$ cat src/rtl/sle_pkg.sv
`timescale 1ns / 1ps
// sle_pkg: shared types, constants and lookup functions for the scancode line editor.
// Used by sle_ctrl, sle_dpath and scancode_line_editor; depends on nothing.
package sle_pkg;

	localparam int LINE_DEPTH    = 64;
	localparam int LEN_W         = $clog2(LINE_DEPTH + 1);
	localparam int ADDR_W        = $clog2(LINE_DEPTH);
	localparam int CHAR_W        = 7;
	localparam int NUM_WORDS     = 5;
	localparam int MAX_WORD_LEN  = 12;
	localparam int IDX_W         = $clog2(MAX_WORD_LEN + 1);
	localparam int CMD_W         = 3;

	localparam logic [7:0] KEY_SHIFT     = 8'h2a;
	localparam logic [7:0] KEY_BACKSPACE = 8'h0e;
	localparam logic [7:0] KEY_ENTER     = 8'h1c;
	localparam logic [7:0] MAP_SIZE      = 8'h3a;
	localparam int         RELEASE_BIT   = 7;

	localparam logic [CMD_W-1:0] NO_MATCH = CMD_W'(NUM_WORDS);

	localparam logic [CHAR_W-1:0] CHAR_LC_A   = 7'h61;
	localparam logic [CHAR_W-1:0] CHAR_LC_Z   = 7'h7a;
	localparam logic [CHAR_W-1:0] CASE_OFFSET = 7'd32;

	localparam logic [MAX_WORD_LEN*8-1:0] WORD_TEXT [NUM_WORDS] = '{
		96'("firstcommand"),
		96'("setfggreen"),
		96'("setfgred"),
		96'("setfgblue"),
		96'("setfggrey")
	};
	localparam int WORD_LEN [NUM_WORDS] = '{12, 10, 8, 9, 9};

	typedef enum logic [2:0] {
		ST_IDLE,
		ST_EXEC,
		ST_RD,
		ST_CHK,
		ST_DONE
	} state_t;

	typedef enum logic [1:0] {
		ACT_NONE  = 2'd0,
		ACT_ECHO  = 2'd1,
		ACT_ERASE = 2'd2,
		ACT_LINE  = 2'd3
	} action_t;

	typedef struct packed {
		logic capture;
		logic exec;
		logic rd;
		logic chk;
		logic emit;
	} cmd_t;

	typedef struct packed {
		logic cmp_needed;
		logic cmp_last;
		logic out_free;
	} status_t;

	function automatic logic [CHAR_W-1:0] key_map(input logic [7:0] code);
		logic [CHAR_W-1:0] c;
		c = '0;
		if (code < MAP_SIZE) begin
			unique case (code[5:0])
				6'h02: c = 7'h31;
				6'h03: c = 7'h32;
				6'h04: c = 7'h33;
				6'h05: c = 7'h34;
				6'h06: c = 7'h35;
				6'h07: c = 7'h36;
				6'h08: c = 7'h37;
				6'h09: c = 7'h38;
				6'h0a: c = 7'h39;
				6'h0b: c = 7'h30;
				6'h0c: c = 7'h2d;
				6'h0d: c = 7'h3d;
				6'h0f: c = 7'h09;
				6'h10: c = 7'h71;
				6'h11: c = 7'h77;
				6'h12: c = 7'h65;
				6'h13: c = 7'h72;
				6'h14: c = 7'h74;
				6'h15: c = 7'h79;
				6'h16: c = 7'h75;
				6'h17: c = 7'h69;
				6'h18: c = 7'h6f;
				6'h19: c = 7'h70;
				6'h1e: c = 7'h61;
				6'h1f: c = 7'h73;
				6'h20: c = 7'h64;
				6'h21: c = 7'h66;
				6'h22: c = 7'h67;
				6'h23: c = 7'h68;
				6'h24: c = 7'h6a;
				6'h25: c = 7'h6b;
				6'h26: c = 7'h6c;
				6'h2c: c = 7'h7a;
				6'h2d: c = 7'h78;
				6'h2e: c = 7'h63;
				6'h2f: c = 7'h76;
				6'h30: c = 7'h62;
				6'h31: c = 7'h6e;
				6'h32: c = 7'h6d;
				6'h39: c = 7'h20;
				default: c = '0;
			endcase
		end
		return c;
	endfunction

	function automatic logic [CHAR_W-1:0] word_char(input int w, input logic [IDX_W-1:0] i);
		int pos;
		logic [MAX_WORD_LEN*8-1:0] s;
		s   = WORD_TEXT[w];
		pos = (WORD_LEN[w] - 1 - int'(i)) * 8;
		if (pos < 0) begin
			return '0;
		end
		return s[pos +: CHAR_W];
	endfunction

endpackage

$ cat src/rtl/scancode_line_editor.sv
`timescale 1ns / 1ps
// scancode_line_editor: top level, set-1 scancodes in, line editing actions out.
// Depends on sle_pkg, sle_ctrl, sle_dpath (which holds sle_ram).
//
//   channel | handshake                  | payload
//   --------+----------------------------+-------------------------------------
//   in      | in_valid / in_stall        | scan_code
//   out     | out_valid / out_stall      | action, char_code, command_index
//
// One input transfer yields one output transfer. A code is captured, executed and
// emitted; enter on a line whose length equals a command word also makes one line
// store read and compare per character before the result is emitted.
// arst_n clears shift, line length, state and output valid; the line store is not cleared.
// in_stall is high from acceptance until the result enters the output register, which
// waits while out_stall holds a previous result.
module scancode_line_editor (
	input  logic                        clk,
	input  logic                        arst_n,
	input  logic                        in_valid,
	output logic                        in_stall,
	input  logic [7:0]                  scan_code,
	output logic                        out_valid,
	input  logic                        out_stall,
	output logic [1:0]                  action,
	output logic [sle_pkg::CHAR_W-1:0]  char_code,
	output logic [sle_pkg::CMD_W-1:0]   command_index
);
	import sle_pkg::*;

	cmd_t    cmd;
	status_t st;

	sle_ctrl u_ctrl (
		.clk      (clk),
		.arst_n   (arst_n),
		.in_valid (in_valid),
		.in_stall (in_stall),
		.cmd      (cmd),
		.st       (st)
	);

	sle_dpath u_dpath (
		.clk           (clk),
		.arst_n        (arst_n),
		.cmd           (cmd),
		.st            (st),
		.scan_code     (scan_code),
		.out_valid     (out_valid),
		.out_stall     (out_stall),
		.action        (action),
		.char_code     (char_code),
		.command_index (command_index)
	);

endmodule

$ cat src/rtl/sle_ram.sv
`timescale 1ns / 1ps
// sle_ram: generic single-write, single-read RAM with registered read data.
// No dependencies.
module sle_ram #(
	parameter int WIDTH = 8,
	parameter int DEPTH = 64
) (
	input  logic                     clk,
	input  logic                     wr_en,
	input  logic [$clog2(DEPTH)-1:0] wr_addr,
	input  logic [WIDTH-1:0]         wr_data,
	input  logic                     rd_en,
	input  logic [$clog2(DEPTH)-1:0] rd_addr,
	output logic [WIDTH-1:0]         rd_data
);

	logic [WIDTH-1:0] mem_q [DEPTH];

	always_ff @(posedge clk) begin
		if (wr_en) begin
			mem_q[wr_addr] <= wr_data;
		end
		if (rd_en) begin
			rd_data <= mem_q[rd_addr];
		end
	end

endmodule

$ cat src/rtl/sle_ctrl.sv
`timescale 1ns / 1ps
// sle_ctrl: sequencing state machine for the line editor.
// Depends on sle_pkg; drives the datapath through cmd_t and reads status_t.
module sle_ctrl (
	input  logic              clk,
	input  logic              arst_n,
	input  logic              in_valid,
	output logic              in_stall,
	output sle_pkg::cmd_t     cmd,
	input  sle_pkg::status_t  st
);
	import sle_pkg::*;

	state_t state_q, state_d;

	always_ff @(posedge clk or negedge arst_n) begin
		if (!arst_n) begin
			state_q <= ST_IDLE;
		end else begin
			state_q <= state_d;
		end
	end

	always_comb begin
		state_d = state_q;
		unique case (state_q)
			ST_IDLE: begin
				if (in_valid) state_d = ST_EXEC;
			end
			ST_EXEC: begin
				state_d = st.cmp_needed ? ST_RD : ST_DONE;
			end
			ST_RD: begin
				state_d = ST_CHK;
			end
			ST_CHK: begin
				state_d = st.cmp_last ? ST_DONE : ST_RD;
			end
			ST_DONE: begin
				if (st.out_free) state_d = ST_IDLE;
			end
			default: state_d = ST_IDLE;
		endcase
	end

	always_comb begin
		in_stall    = (state_q != ST_IDLE);
		cmd.capture = (state_q == ST_IDLE) && in_valid;
		cmd.exec    = (state_q == ST_EXEC);
		cmd.rd      = (state_q == ST_RD);
		cmd.chk     = (state_q == ST_CHK);
		cmd.emit    = (state_q == ST_DONE) && st.out_free;
	end

endmodule

$ cat src/rtl/sle_dpath.sv
`timescale 1ns / 1ps
// sle_dpath: shift flag, line length, line store, command word compare and output register.
// Depends on sle_pkg and sle_ram; steered by sle_ctrl.
module sle_dpath (
	input  logic                            clk,
	input  logic                            arst_n,
	input  sle_pkg::cmd_t                   cmd,
	output sle_pkg::status_t                st,
	input  logic [7:0]                      scan_code,
	output logic                            out_valid,
	input  logic                            out_stall,
	output logic [1:0]                      action,
	output logic [sle_pkg::CHAR_W-1:0]      char_code,
	output logic [sle_pkg::CMD_W-1:0]       command_index
);
	import sle_pkg::*;

	logic [7:0]             code_q;
	logic                   shift_q;
	logic [LEN_W-1:0]       len_q;
	logic [IDX_W-1:0]       idx_q;
	logic [IDX_W-1:0]       cmp_len_q;
	logic [NUM_WORDS-1:0]   mask_q;
	action_t                res_action_q;
	logic [CHAR_W-1:0]      res_char_q;
	logic [CMD_W-1:0]       res_idx_q;
	logic                   out_valid_q;
	action_t                out_action_q;
	logic [CHAR_W-1:0]      out_char_q;
	logic [CMD_W-1:0]       out_idx_q;

	logic [CHAR_W-1:0]      map_c;
	logic [CHAR_W-1:0]      typed_c;
	logic [NUM_WORDS-1:0]   len_mask;
	logic [NUM_WORDS-1:0]   mask_n;
	logic [CMD_W-1:0]       first_idx;
	logic                   wr_en;
	logic [CHAR_W-1:0]      rd_data;
	logic                   is_release;
	logic                   line_full;

	assign is_release = code_q[RELEASE_BIT];
	assign line_full  = (len_q == LEN_W'(LINE_DEPTH));
	assign map_c      = key_map(code_q);
	assign typed_c    = (shift_q && map_c >= CHAR_LC_A && map_c <= CHAR_LC_Z)
			? CHAR_W'(map_c - CASE_OFFSET) : map_c;

	always_comb begin
		for (int w = 0; w < NUM_WORDS; w++) begin
			len_mask[w] = (len_q == LEN_W'(WORD_LEN[w]));
			mask_n[w]   = mask_q[w] && (rd_data == word_char(w, idx_q));
		end
		first_idx = NO_MATCH;
		for (int w = NUM_WORDS - 1; w >= 0; w--) begin
			if (mask_n[w]) first_idx = CMD_W'(w);
		end
	end

	assign wr_en = cmd.exec && !is_release && code_q != KEY_SHIFT
			&& code_q != KEY_BACKSPACE && code_q != KEY_ENTER
			&& map_c != '0 && !line_full;

	sle_ram #(
		.WIDTH (CHAR_W),
		.DEPTH (LINE_DEPTH)
	) u_line_ram (
		.clk     (clk),
		.wr_en   (wr_en),
		.wr_addr (len_q[ADDR_W-1:0]),
		.wr_data (typed_c),
		.rd_en   (cmd.rd),
		.rd_addr (ADDR_W'(idx_q)),
		.rd_data (rd_data)
	);

	assign st.cmp_needed = (code_q == KEY_ENTER) && (len_mask != '0);
	assign st.cmp_last   = (idx_q == IDX_W'(cmp_len_q - 1'b1));
	assign st.out_free   = !out_valid_q || !out_stall;

	always_ff @(posedge clk) begin
		if (cmd.capture) begin
			code_q <= scan_code;
		end
		if (cmd.exec) begin
			res_action_q <= ACT_NONE;
			res_char_q   <= '0;
			res_idx_q    <= '0;
			idx_q        <= '0;
			mask_q       <= len_mask;
			cmp_len_q    <= len_q[IDX_W-1:0];
			if (!is_release) begin
				if (code_q == KEY_BACKSPACE) begin
					if (len_q != '0) res_action_q <= ACT_ERASE;
				end else if (code_q == KEY_ENTER) begin
					res_action_q <= ACT_LINE;
					res_idx_q    <= NO_MATCH;
				end else if (wr_en) begin
					res_action_q <= ACT_ECHO;
					res_char_q   <= typed_c;
				end
			end
		end
		if (cmd.chk) begin
			mask_q <= mask_n;
			idx_q  <= IDX_W'(idx_q + 1'b1);
			if (st.cmp_last) res_idx_q <= first_idx;
		end
		if (cmd.emit) begin
			out_action_q <= res_action_q;
			out_char_q   <= res_char_q;
			out_idx_q    <= res_idx_q;
		end
	end

	always_ff @(posedge clk or negedge arst_n) begin
		if (!arst_n) begin
			shift_q     <= 1'b0;
			len_q       <= '0;
			out_valid_q <= 1'b0;
		end else begin
			if (cmd.exec) begin
				if (is_release) begin
					if (code_q[6:0] == KEY_SHIFT[6:0]) shift_q <= 1'b0;
				end else if (code_q == KEY_SHIFT) begin
					shift_q <= 1'b1;
				end else if (code_q == KEY_BACKSPACE) begin
					if (len_q != '0) len_q <= LEN_W'(len_q - 1'b1);
				end else if (code_q == KEY_ENTER) begin
					len_q <= '0;
				end else if (wr_en) begin
					len_q <= LEN_W'(len_q + 1'b1);
				end
			end
			if (cmd.emit) begin
				out_valid_q <= 1'b1;
			end else if (!out_stall) begin
				out_valid_q <= 1'b0;
			end
		end
	end

	assign out_valid     = out_valid_q;
	assign action        = out_action_q;
	assign char_code     = out_char_q;
	assign command_index = out_idx_q;

endmodule

$ cat config.mk
export PLATFORM = sky130hd
export DESIGN_NAME = scancode_line_editor
export DESIGN_NICKNAME = d
export VERILOG_FILES = /design/src/rtl/sle_pkg.sv /design/src/rtl/scancode_line_editor.sv /design/src/rtl/sle_ram.sv /design/src/rtl/sle_ctrl.sv /design/src/rtl/sle_dpath.sv
export SDC_FILE = /design/constraint.sdc
export NUM_CORES = 1
export LEC_CHECK = 0
export BUFFER_PORTS_ARGS = -buffer_cell sky130_fd_sc_hd__buf_2
export CAP_MARGIN = 30
export CORE_MARGIN = 1
export CORE_UTILIZATION = 45
export DETAILED_ROUTE_END_ITERATION = 10
export SYNTH_ARGS = -nofsm -noshare
export SYNTH_HDL_FRONTEND = slang
export SYNTH_HIERARCHICAL = 1
export SYNTH_SLANG_ARGS = --single-unit
$ cat constraint.sdc
create_clock -name clk -period 5.3 [get_ports clk]
set_input_delay 0 -clock clk [delete_from_list [all_inputs] [get_ports clk]]
set_output_delay 0 -clock clk [all_outputs]
set_load 0.02 [all_outputs]
==> metrics <==
status finished, final reports clean; fin nets 1,456; Leakage just over 0.008 uW; power share of the sequential group 48.5%; I/O pins 26; die span in x between 200 and 250 um; clock power share between 30 and 40%; FP Rows 81; area delta synth->final 11.3%; internal power 7330 uW; Async S/R FF share, synth between 2 and 2.5%; final worst clock skew about 0.023 ns; count of final max-slew check failures 0; latest clock arrival within the worst-skew pair 0.60 ns; DRC viols 0; initial antenna violation count 0; Pwr Density 394 nW/um2; DIE HEIGHT 226 um; ratio of cells with drive above 1 in the final layout ~18%; post-synth top area share 66.0%; fillers 4,065; Switching Share 26.0%; crit path launch u_dpath/code_q[1]$_DFFE_PP_; Std-Cell Core Area 49,300 um2; clk slew on worst S/H paths 0.06 ns; cts repair resizes 0; Cell Area, Synth 22,600 um2; synth warn 6; largest buffer count on any clock path 3; Setup crit start kind flip-flop; GPL Wtd Cong about 0.86; number of max-cap violations 0; GR Util All Layers 20.7%; EDFF count, synth 497; Synth area leader edfxtp_1; clk root buf clkbuf_16; CTS tree yes; Total Routed Length 51,500 um; vias in the first global route roughly 12,000; crit share post-route 74.3%; Syn Inst Count 1,375; synth top area cells edfxtp_1 66%, mux4_2 11%, nor2_1 1.9%; Synth Flop Type edfxtp_1; synthesis-stage register bit count 519; DRT antenna net count 0; required time of the critical path 5.68 ns; critical setup path kind flip-flop to flip-flop; Commonest cells post-synth 497 x edfxtp_1, 115 x nor2_1, 112 x mux4_2; Port Buffers 25; sequential share of the synthesized area roughly 70%; Final Core Density 51.1%; post-layout min period slightly below 4 ns; H-Tree Depth 2; Critical Path Sink Type flip-flop; final setup fails 0; most frequent cell after synthesis edfxtp_1; Max-slew headroom 24.7%; Critical Path AT 4.32 ns; # diodes 0; Initial Utilization a little under half; Max rail drop VDD 0.243 mV; CTS Buf Count 51; first-pass GRT wire length a little under 80,000 um; Net Sw Power 2580 uW; TritonRoute pass-1 iters 5; total congestion overflow 0; worst-margin pin slew 1.13 ns; hold_sp scan_code[6]; HPWL Detailed 31,800 um; Fmax roughly 0.25 GHz; uppermost routed layer met4; met2 routed WL 24,300 um; clock sinks 519; RSZ-0062 raised after global routing false; Worst R2R Setup Slack 1.36 ns; routed wl met3 about 2900 um; pin count of the biggest net entering global routing 126; synthesized area per cell 16.4 um2; vias per cell 5.93; combinational share of power 15.8%; Setup TNS 0 ns; hold crit path type primary input to flip-flop; die outline area 51,100 um2; Final Hold Viols 0; 1st-iter DRT viols 1,097; met1 wire length approximately 23,000 um; Yosys cell types 90; Crit Reg-Reg Startpoint u_dpath/code_q[1]$_DFFE_PP_; vias 12,600; routed len/inst around 24 um; crit-path max FO 37
## registers in the layout, summed over array words and instances, names as in the netlist, 3 cells and up, named ones only
| name | flops |
|---|---|
| u_dpath/u_line_ram/mem_q | 448 |
| u_dpath/code_q | 8 |
| u_dpath/char_code | 7 |
| u_dpath/len_q | 7 |
| u_dpath/res_char_q | 7 |
| u_dpath/u_line_ram/rd_data | 7 |
| u_dpath/mask_q | 5 |
| u_dpath/cmp_len_q | 4 |
| u_dpath/idx_q | 4 |
| u_ctrl/state_q | 3 |
| u_dpath/command_index | 3 |
| u_dpath/res_idx_q | 3 |
## worst max-delay path: stages, from the launching register on
cell,delay (ns)
edfxtp_1,0.47
o2111a_1,0.32
nor3_2,0.36
and2_1,0.33
ha_1,0.25
a21oi_1,0.08
nor2_1,0.09
a31oi_1,0.05
nor4bb_1,0.33
buf_4,0.22
xor2_4,0.79
buf_4,0.44
## metrics by stage
step                      cell area [um2]  hold slack, ns  std cells  power [uW]  worst slack (ns)
final                               25200           0.135       2125        9910              1.36
after global routing                25200           0.123       2125       10300              1.04
after CTS                           25200           0.101       2125        9980              1.31
after detailed placement            23400         -0.0867       2021        6430              1.33
after global placement              23400         -0.0838       2019        6420              1.51
after floorplan                     22700          -0.296       1388        6000             0.787
## metal layers
| layer | GRT usage, % | vias up |
|---|---|---|
| met5 | 0 | - |
| met4 | 4.90 | 0 |
| met3 | 3.64 | 72 |
| met2 | 32.1 | 358 |
| met1 | 30.4 | 6560 |
| li1 | - | 5621 |
## final timing paths
kind / cells after the start / to
max: 11 / u_dpath/u_line_ram/mem_q[38][5]$_DFFE_PP_
max in group asynchronous: 3 / u_dpath/len_q[2]$_DFFE_PN0P_
min in group asynchronous: 3 / u_dpath/out_valid$_DFFE_PN0P_
max reg2reg: 11 / u_dpath/u_line_ram/mem_q[38][5]$_DFFE_PP_
min reg2reg: 0 / u_dpath/char_code[0]$_DFFE_PP_
min: 2 / u_dpath/code_q[6]$_DFFE_PP_
## timing repair
action | in CTS | in global routing
hold endpoints to repair | 28 | 0
buffers inserted | 0 | 0
hold buffers | 12 | 0
## cells in the final DEF (no fill, tap or decap), drive strengths merged, types with 11 or more instances in the layout
cell type | Yosys | routed
mux2i | 26 | 26
xnor2 | 19 | 19
o31ai | 17 | 17
dlygate4sd3 | 0 | 12
nand2b | 19 | 19
conb | 1 | 14
nand3 | 22 | 22
and2 | 16 | 16
nor2 | 116 | 116
o21ai | 48 | 48
mux4 | 112 | 112
a22oi | 13 | 13
ha | 22 | 22
or3 | 11 | 11
nor2b | 14 | 14
nor3 | 33 | 33
clkinv | 0 | 20
inv | 24 | 25
edfxtp | 497 | 497
dfrtp | 12 | 12
buf | 40 | 49
nand2 | 47 | 47
a21oi | 30 | 30
o22ai | 18 | 18
o221ai | 12 | 12
clkbuf | 40 | 66
## kinds of logic (layout without fill, tap and decap cells)
| logic type | after synthesis | in the layout | synth area share [%] |
|---|---|---|---|
| AO/OA/AOI/OAI | 218 | 218 | 6.63 |
| XOR/XNOR | 29 | 29 | 1.21 |
| adder cells (fa/ha/maj) | 22 | 22 | 1.22 |
| buffers and inverters | 104 | 177 | 2.33 |
| flip-flops | 519 | 519 | 68.2 |
| multiplexers | 144 | 144 | 12.6 |
| other | 1 | 14 | 0.0166 |
| AND/OR/NAND/NOR | 338 | 338 | 7.75 |
## power by group through the flow
stage	Sequential, uW	Combinational, uW	Clock [uW]
2_1_floorplan	4890	1110	0
3_3_place_gp	4880	1530	0
3_5_place_dp	4890	1540	0
4_1_cts	4800	1560	3620
5_1_grt	4820	1700	3760
6_report	4800	1570	3540
## area by class of cell
type | count | area, um2 | area share [%]
timing repair buffer | 61 | 448 | 1.78
multi-input combinational | 765 | 6750 | 26.8
sequential | 519 | 15400 | 61.3
clock buffer | 66 | 1380 | 5.50
inverter | 24 | 90.1 | 0.358
tap | 664 | 831 | 3.30
clock inverter | 26 | 246 | 0.979
Power figures use the tool's default switching activity.
